[config.mk]
export PLATFORM = sky130hd
export DESIGN_NAME = adsr_envelope_generator_top_flat
export DESIGN_NICKNAME = d
export VERILOG_FILES = /design/src/hw/rtl/adsr_pkg.sv /design/src/hw/rtl/adsr_in_if.sv /design/src/hw/rtl/adsr_out_if.sv /design/src/hw/rtl/adsr_cfg.sv /design/src/hw/rtl/adsr_step.sv /design/src/hw/rtl/adsr_envelope_generator_top.sv /design/src/flat_wrapper.sv
export SDC_FILE = /design/constraint.sdc
export NUM_CORES = 1
export LEC_CHECK = 0
export BUFFER_PORTS_ARGS = -buffer_cell sky130_fd_sc_hd__buf_2
export CAP_MARGIN = 20
export CORE_MARGIN = 2
export CORE_UTILIZATION = 48
export DETAILED_ROUTE_END_ITERATION = 7
export HOLD_SLACK_MARGIN = 0.15
export PLACE_DENSITY_LB_ADDON = 0.08
export SETUP_SLACK_MARGIN = 0.1
export SLEW_MARGIN = 15
export SYNTH_ARGS = -nofsm -noshare
export SYNTH_HDL_FRONTEND = slang
export SYNTH_SLANG_ARGS = --single-unit
export TNS_END_PERCENT = 30
[constraint.sdc]
create_clock -name clk_i -period 13.42 [get_ports clk_i]
set_clock_uncertainty 0.2 [all_clocks]
set_input_delay 1.342 -clock clk_i [delete_from_list [all_inputs] [get_ports clk_i]]
set_output_delay 1.342 -clock clk_i [all_outputs]
set_load 0.02 [all_outputs]
[src/hw/rtl/adsr_pkg.sv]
package adsr_pkg;

  localparam int LevelFracBits = 23;
  localparam int LevelW        = 24;
  localparam int CfgW          = 24;
  localparam int CfgIdxW       = 2;
  localparam int PhaseW        = 3;

  localparam logic [LevelW-1:0] LevelOne = LevelW'(1) << LevelFracBits;

  // Phase codes
  localparam logic [PhaseW-1:0] PH_IDLE    = 3'd0;
  localparam logic [PhaseW-1:0] PH_ATTACK  = 3'd1;
  localparam logic [PhaseW-1:0] PH_DECAY   = 3'd2;
  localparam logic [PhaseW-1:0] PH_SUSTAIN = 3'd3;
  localparam logic [PhaseW-1:0] PH_RELEASE = 3'd4;

  // Register indexes
  localparam logic [CfgIdxW-1:0] CFG_ATTACK_STEP   = 2'd0;
  localparam logic [CfgIdxW-1:0] CFG_DECAY_STEP    = 2'd1;
  localparam logic [CfgIdxW-1:0] CFG_SUSTAIN_LEVEL = 2'd2;
  localparam logic [CfgIdxW-1:0] CFG_RELEASE_STEP  = 2'd3;

  localparam logic [CfgW-1:0] AttackStepRst   = 24'd175;
  localparam logic [CfgW-1:0] DecayStepRst    = 24'd175;
  localparam logic [CfgW-1:0] SustainLevelRst = 24'd4194304;
  localparam logic [CfgW-1:0] ReleaseStepRst  = 24'd87;

  typedef struct packed {
    logic [CfgW-1:0] attack_step;
    logic [CfgW-1:0] decay_step;
    logic [CfgW-1:0] sustain_level;
    logic [CfgW-1:0] release_step;
  } adsr_cfg_t;

endpackage

[src/hw/rtl/adsr_in_if.sv]
interface adsr_in_if;
  logic valid;
  logic ready;
  logic gate;

  modport source (output valid, output gate, input ready);
  modport sink   (input valid, input gate, output ready);
endinterface

[src/hw/rtl/adsr_out_if.sv]
interface adsr_out_if;
  logic        valid;
  logic        ready;
  logic [23:0] level;
  logic [2:0]  phase;

  modport source (output valid, output level, output phase, input ready);
  modport sink   (input valid, input level, input phase, output ready);
endinterface

[src/hw/rtl/adsr_cfg.sv]
module adsr_cfg
  import adsr_pkg::*;
(
  input  logic               clk_i,
  input  logic               rst_ni,
  input  logic               cfg_we_i,
  input  logic [CfgIdxW-1:0] cfg_idx_i,
  input  logic [CfgW-1:0]    cfg_wdata_i,
  output adsr_cfg_t          cfg_o
);

  adsr_cfg_t cfg_q;

  always_ff @(posedge clk_i or negedge rst_ni) begin
    if (!rst_ni) begin
      cfg_q.attack_step   <= AttackStepRst;
      cfg_q.decay_step    <= DecayStepRst;
      cfg_q.sustain_level <= SustainLevelRst;
      cfg_q.release_step  <= ReleaseStepRst;
    end else if (cfg_we_i) begin
      unique case (cfg_idx_i)
        CFG_ATTACK_STEP:   cfg_q.attack_step   <= cfg_wdata_i;
        CFG_DECAY_STEP:    cfg_q.decay_step    <= cfg_wdata_i;
        CFG_SUSTAIN_LEVEL: cfg_q.sustain_level <= cfg_wdata_i;
        CFG_RELEASE_STEP:  cfg_q.release_step  <= cfg_wdata_i;
        default: ;
      endcase
    end
  end

  assign cfg_o = cfg_q;

endmodule

[src/hw/rtl/adsr_step.sv]
module adsr_step
  import adsr_pkg::*;
(
  input  adsr_cfg_t         cfg_i,
  input  logic              gate_i,
  input  logic [PhaseW-1:0] phase_i,
  input  logic [LevelW-1:0] level_i,
  output logic [PhaseW-1:0] phase_o,
  output logic [LevelW-1:0] level_o
);

  logic [PhaseW-1:0] phase_gated;
  logic [LevelW-1:0] sus;
  logic [LevelW-1:0] atk_step;
  logic [LevelW:0]   atk_sum;
  logic [LevelW:0]   dec_floor;

  // Saturate sustain to full scale
  assign sus      = (cfg_i.sustain_level > LevelOne) ? LevelOne : cfg_i.sustain_level;
  assign atk_step = (cfg_i.attack_step == '0) ? LevelW'(1) : cfg_i.attack_step;
  assign atk_sum  = {1'b0, level_i} + {1'b0, atk_step};
  assign dec_floor = {1'b0, sus} + {1'b0, cfg_i.decay_step};

  always_comb begin
    if (gate_i && phase_i == PH_IDLE) begin
      phase_gated = PH_ATTACK;
    end else if (!gate_i && phase_i != PH_IDLE && phase_i != PH_RELEASE) begin
      phase_gated = PH_RELEASE;
    end else begin
      phase_gated = phase_i;
    end
  end

  always_comb begin
    phase_o = phase_gated;
    level_o = level_i;
    unique case (phase_gated)
      PH_ATTACK: begin
        if (atk_sum >= {1'b0, LevelOne}) begin
          level_o = LevelOne;
          phase_o = PH_DECAY;
        end else begin
          level_o = atk_sum[LevelW-1:0];
        end
      end
      PH_DECAY: begin
        if ({1'b0, level_i} <= dec_floor) begin
          level_o = sus;
          phase_o = PH_SUSTAIN;
        end else begin
          level_o = level_i - cfg_i.decay_step;
        end
      end
      PH_SUSTAIN: begin
        level_o = sus;
      end
      PH_RELEASE: begin
        // a zero release step drops to idle at once
        if (cfg_i.release_step == '0 || level_i <= cfg_i.release_step) begin
          level_o = '0;
          phase_o = PH_IDLE;
        end else begin
          level_o = level_i - cfg_i.release_step;
        end
      end
      default: begin
        level_o = '0;
        phase_o = PH_IDLE;
      end
    endcase
  end

endmodule

[src/hw/rtl/adsr_envelope_generator_top.sv]
// Channel  Dir  Payload                    Beat
// -------  ---  -------------------------  ------------------------------------
// in_i     in   gate (1b)                  one audio sample tick
// out_o    out  level (24b Q1.23), phase   envelope after that sample
// cfg      in   cfg_we_i/idx (2b)/wdata    one register write, no read-back
//
// One beat in, one beat out; sustained rate is one sample per cycle while
// out_o is not stalled. The path runs through a gate register, then the
// phase/level state, which doubles as the output register. Reset (rst_ni,
// async, low) clears both stages, sets idle at level zero and loads the
// default steps. A stall on out_o holds the state; in_i still takes one more
// beat into the gate register, then drops ready until out_o drains.
module adsr_envelope_generator_top
  import adsr_pkg::*;
(
  input  logic               clk_i,
  input  logic               rst_ni,
  adsr_in_if.sink            in_i,
  adsr_out_if.source         out_o,
  input  logic               cfg_we_i,
  input  logic [CfgIdxW-1:0] cfg_idx_i,
  input  logic [CfgW-1:0]    cfg_wdata_i
);

  adsr_cfg_t         cfg;
  logic              gate_vld_q;
  logic              gate_q;
  logic              out_vld_q;
  logic [PhaseW-1:0] phase_q, phase_d;
  logic [LevelW-1:0] level_q, level_d;
  logic              advance;
  logic              in_fire;

  adsr_cfg u_cfg (
    .clk_i       (clk_i),
    .rst_ni      (rst_ni),
    .cfg_we_i    (cfg_we_i),
    .cfg_idx_i   (cfg_idx_i),
    .cfg_wdata_i (cfg_wdata_i),
    .cfg_o       (cfg)
  );

  // Step the envelope when a gate is held and the output slot is free
  assign advance  = gate_vld_q && (!out_vld_q || out_o.ready);
  assign in_i.ready = !gate_vld_q || advance;
  assign in_fire  = in_i.valid && in_i.ready;

  always_ff @(posedge clk_i or negedge rst_ni) begin
    if (!rst_ni) begin
      gate_vld_q <= 1'b0;
    end else if (in_i.ready) begin
      gate_vld_q <= in_i.valid;
    end
  end

  always_ff @(posedge clk_i) begin
    if (in_fire) begin
      gate_q <= in_i.gate;
    end
  end

  adsr_step u_step (
    .cfg_i   (cfg),
    .gate_i  (gate_q),
    .phase_i (phase_q),
    .level_i (level_q),
    .phase_o (phase_d),
    .level_o (level_d)
  );

  // Envelope state; also the result register
  always_ff @(posedge clk_i or negedge rst_ni) begin
    if (!rst_ni) begin
      phase_q   <= PH_IDLE;
      level_q   <= '0;
      out_vld_q <= 1'b0;
    end else begin
      if (advance) begin
        phase_q <= phase_d;
        level_q <= level_d;
      end
      if (advance) begin
        out_vld_q <= 1'b1;
      end else if (out_o.ready) begin
        out_vld_q <= 1'b0;
      end
    end
  end

  assign out_o.valid = out_vld_q;
  assign out_o.level = level_q;
  assign out_o.phase = phase_q;

  a_level_max: assert property (@(posedge clk_i) disable iff (!rst_ni)
    out_vld_q |-> level_q <= LevelOne)
    else $error("level above full scale");

  a_idle_zero: assert property (@(posedge clk_i) disable iff (!rst_ni)
    (out_vld_q && phase_q == PH_IDLE) |-> level_q == '0)
    else $error("idle with nonzero level");

  a_stall_only_full: assert property (@(posedge clk_i) disable iff (!rst_ni)
    !in_i.ready |-> (gate_vld_q && out_vld_q && !out_o.ready))
    else $error("input stalled without backpressure");

  a_state_hold: assert property (@(posedge clk_i) disable iff (!rst_ni)
    !advance |=> ($stable(level_q) && $stable(phase_q)))
    else $error("state moved without a step");

endmodule

[src/flat_wrapper.sv]
// flat-port wrapper written by rule: the top's interface ports become plain ports
module adsr_envelope_generator_top_flat import adsr_pkg::*;
  (clk_i, rst_ni, cfg_we_i, cfg_idx_i, cfg_wdata_i, in_i_valid, in_i_gate, in_i_ready, out_o_valid, out_o_level, out_o_phase, out_o_ready);
  adsr_in_if in_i_i ();
  adsr_out_if out_o_i ();
  input  logic clk_i;
  input  logic rst_ni;
  input  logic cfg_we_i;
  input  logic [CfgIdxW-1:0] cfg_idx_i;
  input  logic [CfgW-1:0] cfg_wdata_i;
  input wire logic [$bits(in_i_i.valid)-1:0] in_i_valid;
  input wire logic [$bits(in_i_i.gate)-1:0] in_i_gate;
  output wire logic [$bits(in_i_i.ready)-1:0] in_i_ready;
  output wire logic [$bits(out_o_i.valid)-1:0] out_o_valid;
  output wire logic [$bits(out_o_i.level)-1:0] out_o_level;
  output wire logic [$bits(out_o_i.phase)-1:0] out_o_phase;
  input wire logic [$bits(out_o_i.ready)-1:0] out_o_ready;
  assign in_i_i.valid = in_i_valid;
  assign in_i_i.gate = in_i_gate;
  assign in_i_ready = in_i_i.ready;
  assign out_o_valid = out_o_i.valid;
  assign out_o_level = out_o_i.level;
  assign out_o_phase = out_o_i.phase;
  assign out_o_i.ready = out_o_ready;
  adsr_envelope_generator_top u_core (.clk_i(clk_i), .rst_ni(rst_ni), .in_i(in_i_i), .out_o(out_o_i), .cfg_we_i(cfg_we_i), .cfg_idx_i(cfg_idx_i), .cfg_wdata_i(cfg_wdata_i));
endmodule
After elaboration in Yosys (flattened, before gate mapping)
Cells that the tools add are included.
- add/subtract/negate cells: 4
- $lt $le $gt $ge: 4
- equal/unequal tests: 8
- multiplexer cells: 14
- reductions and logical operators: 21
- operator list (cell ; count):
    24-bit two-way mux ; 5
    24-bit one-hot mux with 4 select lines ; 1
    24-bit by 24-bit adder with 25-bit output ; 2
    24-bit zero test ; 2
    24-bit subtractor ; 2
    25-bit by 24-bit greater-or-equal comparator with 1-bit output, second input constant ; 1
    24-bit by 25-bit less-or-equal comparator with 1-bit output ; 1
    24-bit > comparator, second input constant ; 1
    24-bit less-or-equal comparator ; 1
    3-bit two-way mux ; 5
    3-bit one-hot mux with 4 select lines ; 1
    2-bit AND reduction ; 4
    3-bit by 2-bit equality test with 1-bit output, second input constant ; 2
    1-bit logical AND ; 5
    2-bit equality test, second input constant ; 2
    3-bit by 1-bit equality test with 1-bit output, second input constant ; 1
    3-bit equality test, second input constant ; 1
    1-bit zero test ; 3
    3-bit zero test ; 1
    1-bit logical OR ; 3
    3-bit != test, second input constant ; 1
    3-bit nonzero test ; 1
    2-bit by 1-bit equality test with 1-bit output, second input constant ; 1
    2-bit zero test ; 1
    2 further kinds ; 3
- register bits: 126
- input bits: 32
- output and inout bits: 29

Logic depth before layout (Yosys ltp)
- depth after elaboration: 7
- gate-level depth with buffers: 27
- gate-level depth less buffers: 25

Cells and area by module
A second synthesis with hierarchy kept.
- cell total of the unflattened synthesis: 1135
- area, all modules: 10984.3 sq um
- modules (own cells, without submodules) (module ; instances ; cells an instance ; area an instance (sq um)):
    adsr_step ; 1 ; 866 ; 6137.1
    adsr_cfg ; 1 ; 204 ; 3619.7
    adsr_envelope_generator_top ; 1 ; 65 ; 1227.4

Least setup slack after synthesis
Ideal clock, no wire load.
- path kind: register -> register
- start point: reg u_core.u_cfg.cfg_q (netlist bit u_core.u_cfg.cfg_o[46])
- end point: reg u_core.level_q[10], in the netlist u_core.out_o.level[10]
- library setup time: 0.142 ns
- arrival: 5.187 ns
- slack: 7.891 ns
- stages on the path, launching flop included: 27
- buffers on the path: 2
- path through: dfstp_2 -> nor4_1 -> nand4_1 -> o21ai_0 -> clkbuf_1 -> and2_1 -> ha_1 -> fa_1 -> a211oi_1 -> o21ai_0 -> nand4_1 -> a21boi_0 -> o21ai_0 -> nand2b_1 -> a21oi_1 -> o21ai_0 -> xnor2_1 -> ha_1 -> o211ai_1 -> o21ai_0 -> a21oi_1 -> mux2i_1 -> o211ai_1 -> nor2_2 -> buf_2 -> mux2i_1 -> o221ai_1
- longest elaborated chain between the ends: 6
- RTL lines (item ; line ; RTL):
    from (decl) ; adsr_cfg.sv:12 ; adsr_cfg_t cfg_q;
    24-bit > comparator ; adsr_step.sv:19 ; assign sus = (cfg_i.sustain_level > LevelOne) ? LevelOne : cfg_i.sustain_level;
    24-bit two-way mux (*) ; adsr_step.sv:19 ;
    24-bit by 24-bit adder with 25-bit output ; adsr_step.sv:22 ; assign dec_floor = {1'b0, sus} + {1'b0, cfg_i.decay_step};
    24-bit by 25-bit less-or-equal comparator with 1-bit output ; adsr_step.sv:47 ; if ({1'b0, level_i} <= dec_floor) begin
    24-bit two-way mux ; adsr_step.sv:47 ;
    24-bit one-hot mux with 4 select lines (*) ; adsr_step.sv:37 ; unique case (phase_gated)
    to (signal assigned) ; adsr_envelope_generator_top.sv:80 ; level_q <= level_d;
    to (decl) ; adsr_envelope_generator_top.sv:30 ; logic [LevelW-1:0] level_q, level_d;
Mark *: on every way between the ends. The rest lies on a longest branch, timed or not.
A chain may end at the register's enable or synchronous reset.

Final worst setup path
- start point: reg u_core.u_cfg.cfg_q (netlist bit u_core.u_cfg.cfg_o[43])
- end point: reg u_core.level_q[11], in the netlist u_core.out_o.level[11]
The elaborated chain is that of the path after synthesis.

==> reports/metrics.cfg <==
[drt]
dr.first_iter.drc_count=700
drt_drc_violations_left=0
wirelength_um=34300
first_pass_iters=6
ant_nets=0
viasPerCell=6.24
dr_total_vias=9662
wl_per_cell_um=22.2

[timing]
tightest_slew_ns=1.04
rsz0062_at_grt=false
tns_ns=0
post-route-min-period_ns=7.19
fmax_ghz=0.139
relSlewSlack=0.306
period_share=0.536
setup_viol=0
hold_viol_final=0
maxSlewViolCount=0

[global_routing]
grt_pass1_vias=9276
overflow=0
grt_usage=0.286
met2_usage=0.441
grt.busiest_layer=met2
antenna_found_initial=0
grtUsageMet3=0.0336
grt_use_met1=0.429
grt_pass1_wl_um=52800
grt_max_degree=76

[synth]
synth_area_um2=11100
synthTopCellsByArea=dfrtp_1, ha_1, mux2_2
yosys_warnings=0
syn_nets=1372
synthArstFlopShare=0.992
syn_avg_cell_area_um2=9.13
synth_top_cell_area_share=0.241
syn_inst=1217
synth-edff-count=1
synth.distinct_cells=75
ys_ff_latch=126
synth-main-ff-cell=dfrtp_1
synth_top_area_cell=dfrtp_1
ys_seq_area_frac=0.286

[setup_path]
cp_max_fo=19
max_stage_delay_ns=0.93
cp_slowest_cell=nor2_2
worst_ep_required_time_ns=13.49
path_class=reg2reg
path_delay_family=compound AO/OA/AOI/OAI gates
arrival_ns=7.26
path_buf_inv=0
crit_chain=nor4_1, nand4_1, o21ai_1, and2_1, ha_1, a21o_1, a21oi_1, o211a_1, o31a_1, nand3b_1, a21oi_1, o21ai_0, nor4b_1, a311oi_1, ha_1, o211ai_1, o21ai_0, a21oi_1, mux2i_1, o211ai_1, nor2_2, mux2_2, a22oi_1, o21ai_0
crit_path_start_kind=flop
worst_setup_path_end_kind=flop

[clocking]
root_buffer=clkbuf_16
ctsHoldBuffers=0
clock_sinks=126
clkSlewWorstSetupHoldPaths_ns=0.07
ctsResizeCount=0
clock_latency_ns=0.43
cts_made_buffers=17
cts_tree=done
ctsLongestPathBuffers=2
postCtsSetupRepairBufs=0
cts_max_level=4

[layout]
area_growth_pct=10.4
final_cell_mix=ha_1, dfrtp_1, mux2_2
regArea_um2=3180
drive_above_1_share=0.188
antennaDiodeCount=0
layout_commonest_cell=ha_1
nets=1406
fillers=2170
final_area_um2=12300
multi_input_area_um2=7430

[floorplanning]
start_util=0.489
rows=55
io_pins=61
die_w_um=156
coreArea_um2=22700
die_h_um=156
fp.dieArea_um2=24400

[place]
hpwl_um=27100
placed_area_um2=11600
portBuffers=60
gp_congestion=0.903

[flow_run]
drv_cap=0

[worst_hold_path]
hold_path.class=reg2reg

[power_and_ir_drop]
ir_worst_vdd_mv=0.0996
leakagePower_nw=5.61
p_per_area_nw_per_um2=237

[status]
outcome=finished, final reports clean

cell families after synthesis:
kind of cell    synth area share
flops                      0.286
compound gates             0.214
mux                        0.114
buf+inv                   0.0458
simple gates               0.139
fa+ha+maj                  0.141
xor+xnor                  0.0599
cell type report:
type / count / share of cell area
Multi-Input combinational cell: 958 / 0.606
Tap cell: 285 / 0.0291
Timing Repair Buffer: 70 / 0.0324
Sequential cell: 126 / 0.259
Clock inverter: 15 / 0.0149
Inverter: 78 / 0.0239
Clock buffer: 17 / 0.0347
final timing paths:
kind                                                          from                            endpoint  depth (start not counted)  slack, ns
min in group asynchronous                                   rst_ni   u_core.u_cfg.cfg_o[7]$_DFFE_PN0P_                          1       0.73
worst max register to register  u_core.u_cfg.cfg_o[43]$_DFFE_PN0P_  u_core.out_o.level[11]$_DFFE_PN0P_                         24       6.23
max in group asynchronous                                   rst_ni  u_core.u_cfg.cfg_o[46]$_DFFE_PN1P_                          3      11.17
worst min register to register       u_core.gate_vld_q$_DFFE_PN0N_      u_core.out_o.valid$_DFFE_PN0P_                          1       0.31
worst min-delay path                 u_core.gate_vld_q$_DFFE_PN0N_      u_core.out_o.valid$_DFFE_PN0P_                          1       0.31
worst max-delay path            u_core.u_cfg.cfg_o[43]$_DFFE_PN0P_  u_core.out_o.level[11]$_DFFE_PN0P_                         24       6.23
state kept, by name (all words and copies together), names as in the netlist:
signal and flops:
u_core.out_o.level 24, u_core.out_o.valid 1, u_core.out_o.phase 3, u_core.u_cfg.cfg_o 96, u_core.gate_q 1, u_core.gate_vld_q 1
Yosys cell counts (24+ instances only):
library cell	n
ha_1	119
dfrtp_1	107
mux2_2	98
a21oi_1	93
inv_1	78
nand2_1	78
o21ai_0	54
xnor2_1	53
clkbuf_1	49
nor2_1	40
a21o_1	32
and2_1	24
nor4_1	24
layer usage:
layer,vias up,routed length (um)
met5,-,0
met4,0,454
met3,31,2320
met2,346,14800
met1,4664,16800
li1,4621,-
metrics by stage:
stage	hold slack [ns]	setup WS [ns]	total power, mW	instances	utilization
floorplan	0.271	7.89	1.92	1217	-
detailed placement	0.303	5.95	2.39	1516	0.512
global placement	0.287	6.18	2.39	1516	0.512
global route	0.346	5.56	3.12	1549	0.540
CTS	0.322	5.92	2.88	1548	0.539
finish	0.315	6.23	2.90	1549	0.540
worst register-to-register path: stages (launching register included):
cell and delay, ns:
dfrtp_1 0.40, nor4_1 0.40, nand4_1 0.15, o21ai_1 0.66, and2_1 0.34, ha_1 0.27, a21o_1 0.16, a21oi_1 0.30
o211a_1 0.21, o31a_1 0.21, nand3b_1 0.16, a21oi_1 0.07, o21ai_0 0.35, nor4b_1 0.29, a311oi_1 0.09, ha_1 0.33
o211ai_1 0.09, o21ai_0 0.15, a21oi_1 0.11, mux2i_1 0.14, o211ai_1 0.35, nor2_2 0.93, mux2_2 0.43, a22oi_1 0.14
o21ai_0 0.10
power breakdown:
group | leakage (nW) | switching, mW | internal, mW
Sequential | 1.51 | 0.184 | 0.481
Combinational | 3.81 | 1.01 | 0.743
Clock | 0.287 | 0.189 | 0.295
Total | 5.61 | 1.38 | 1.52
No activity file was read; power rests on OpenSTA's default activity.
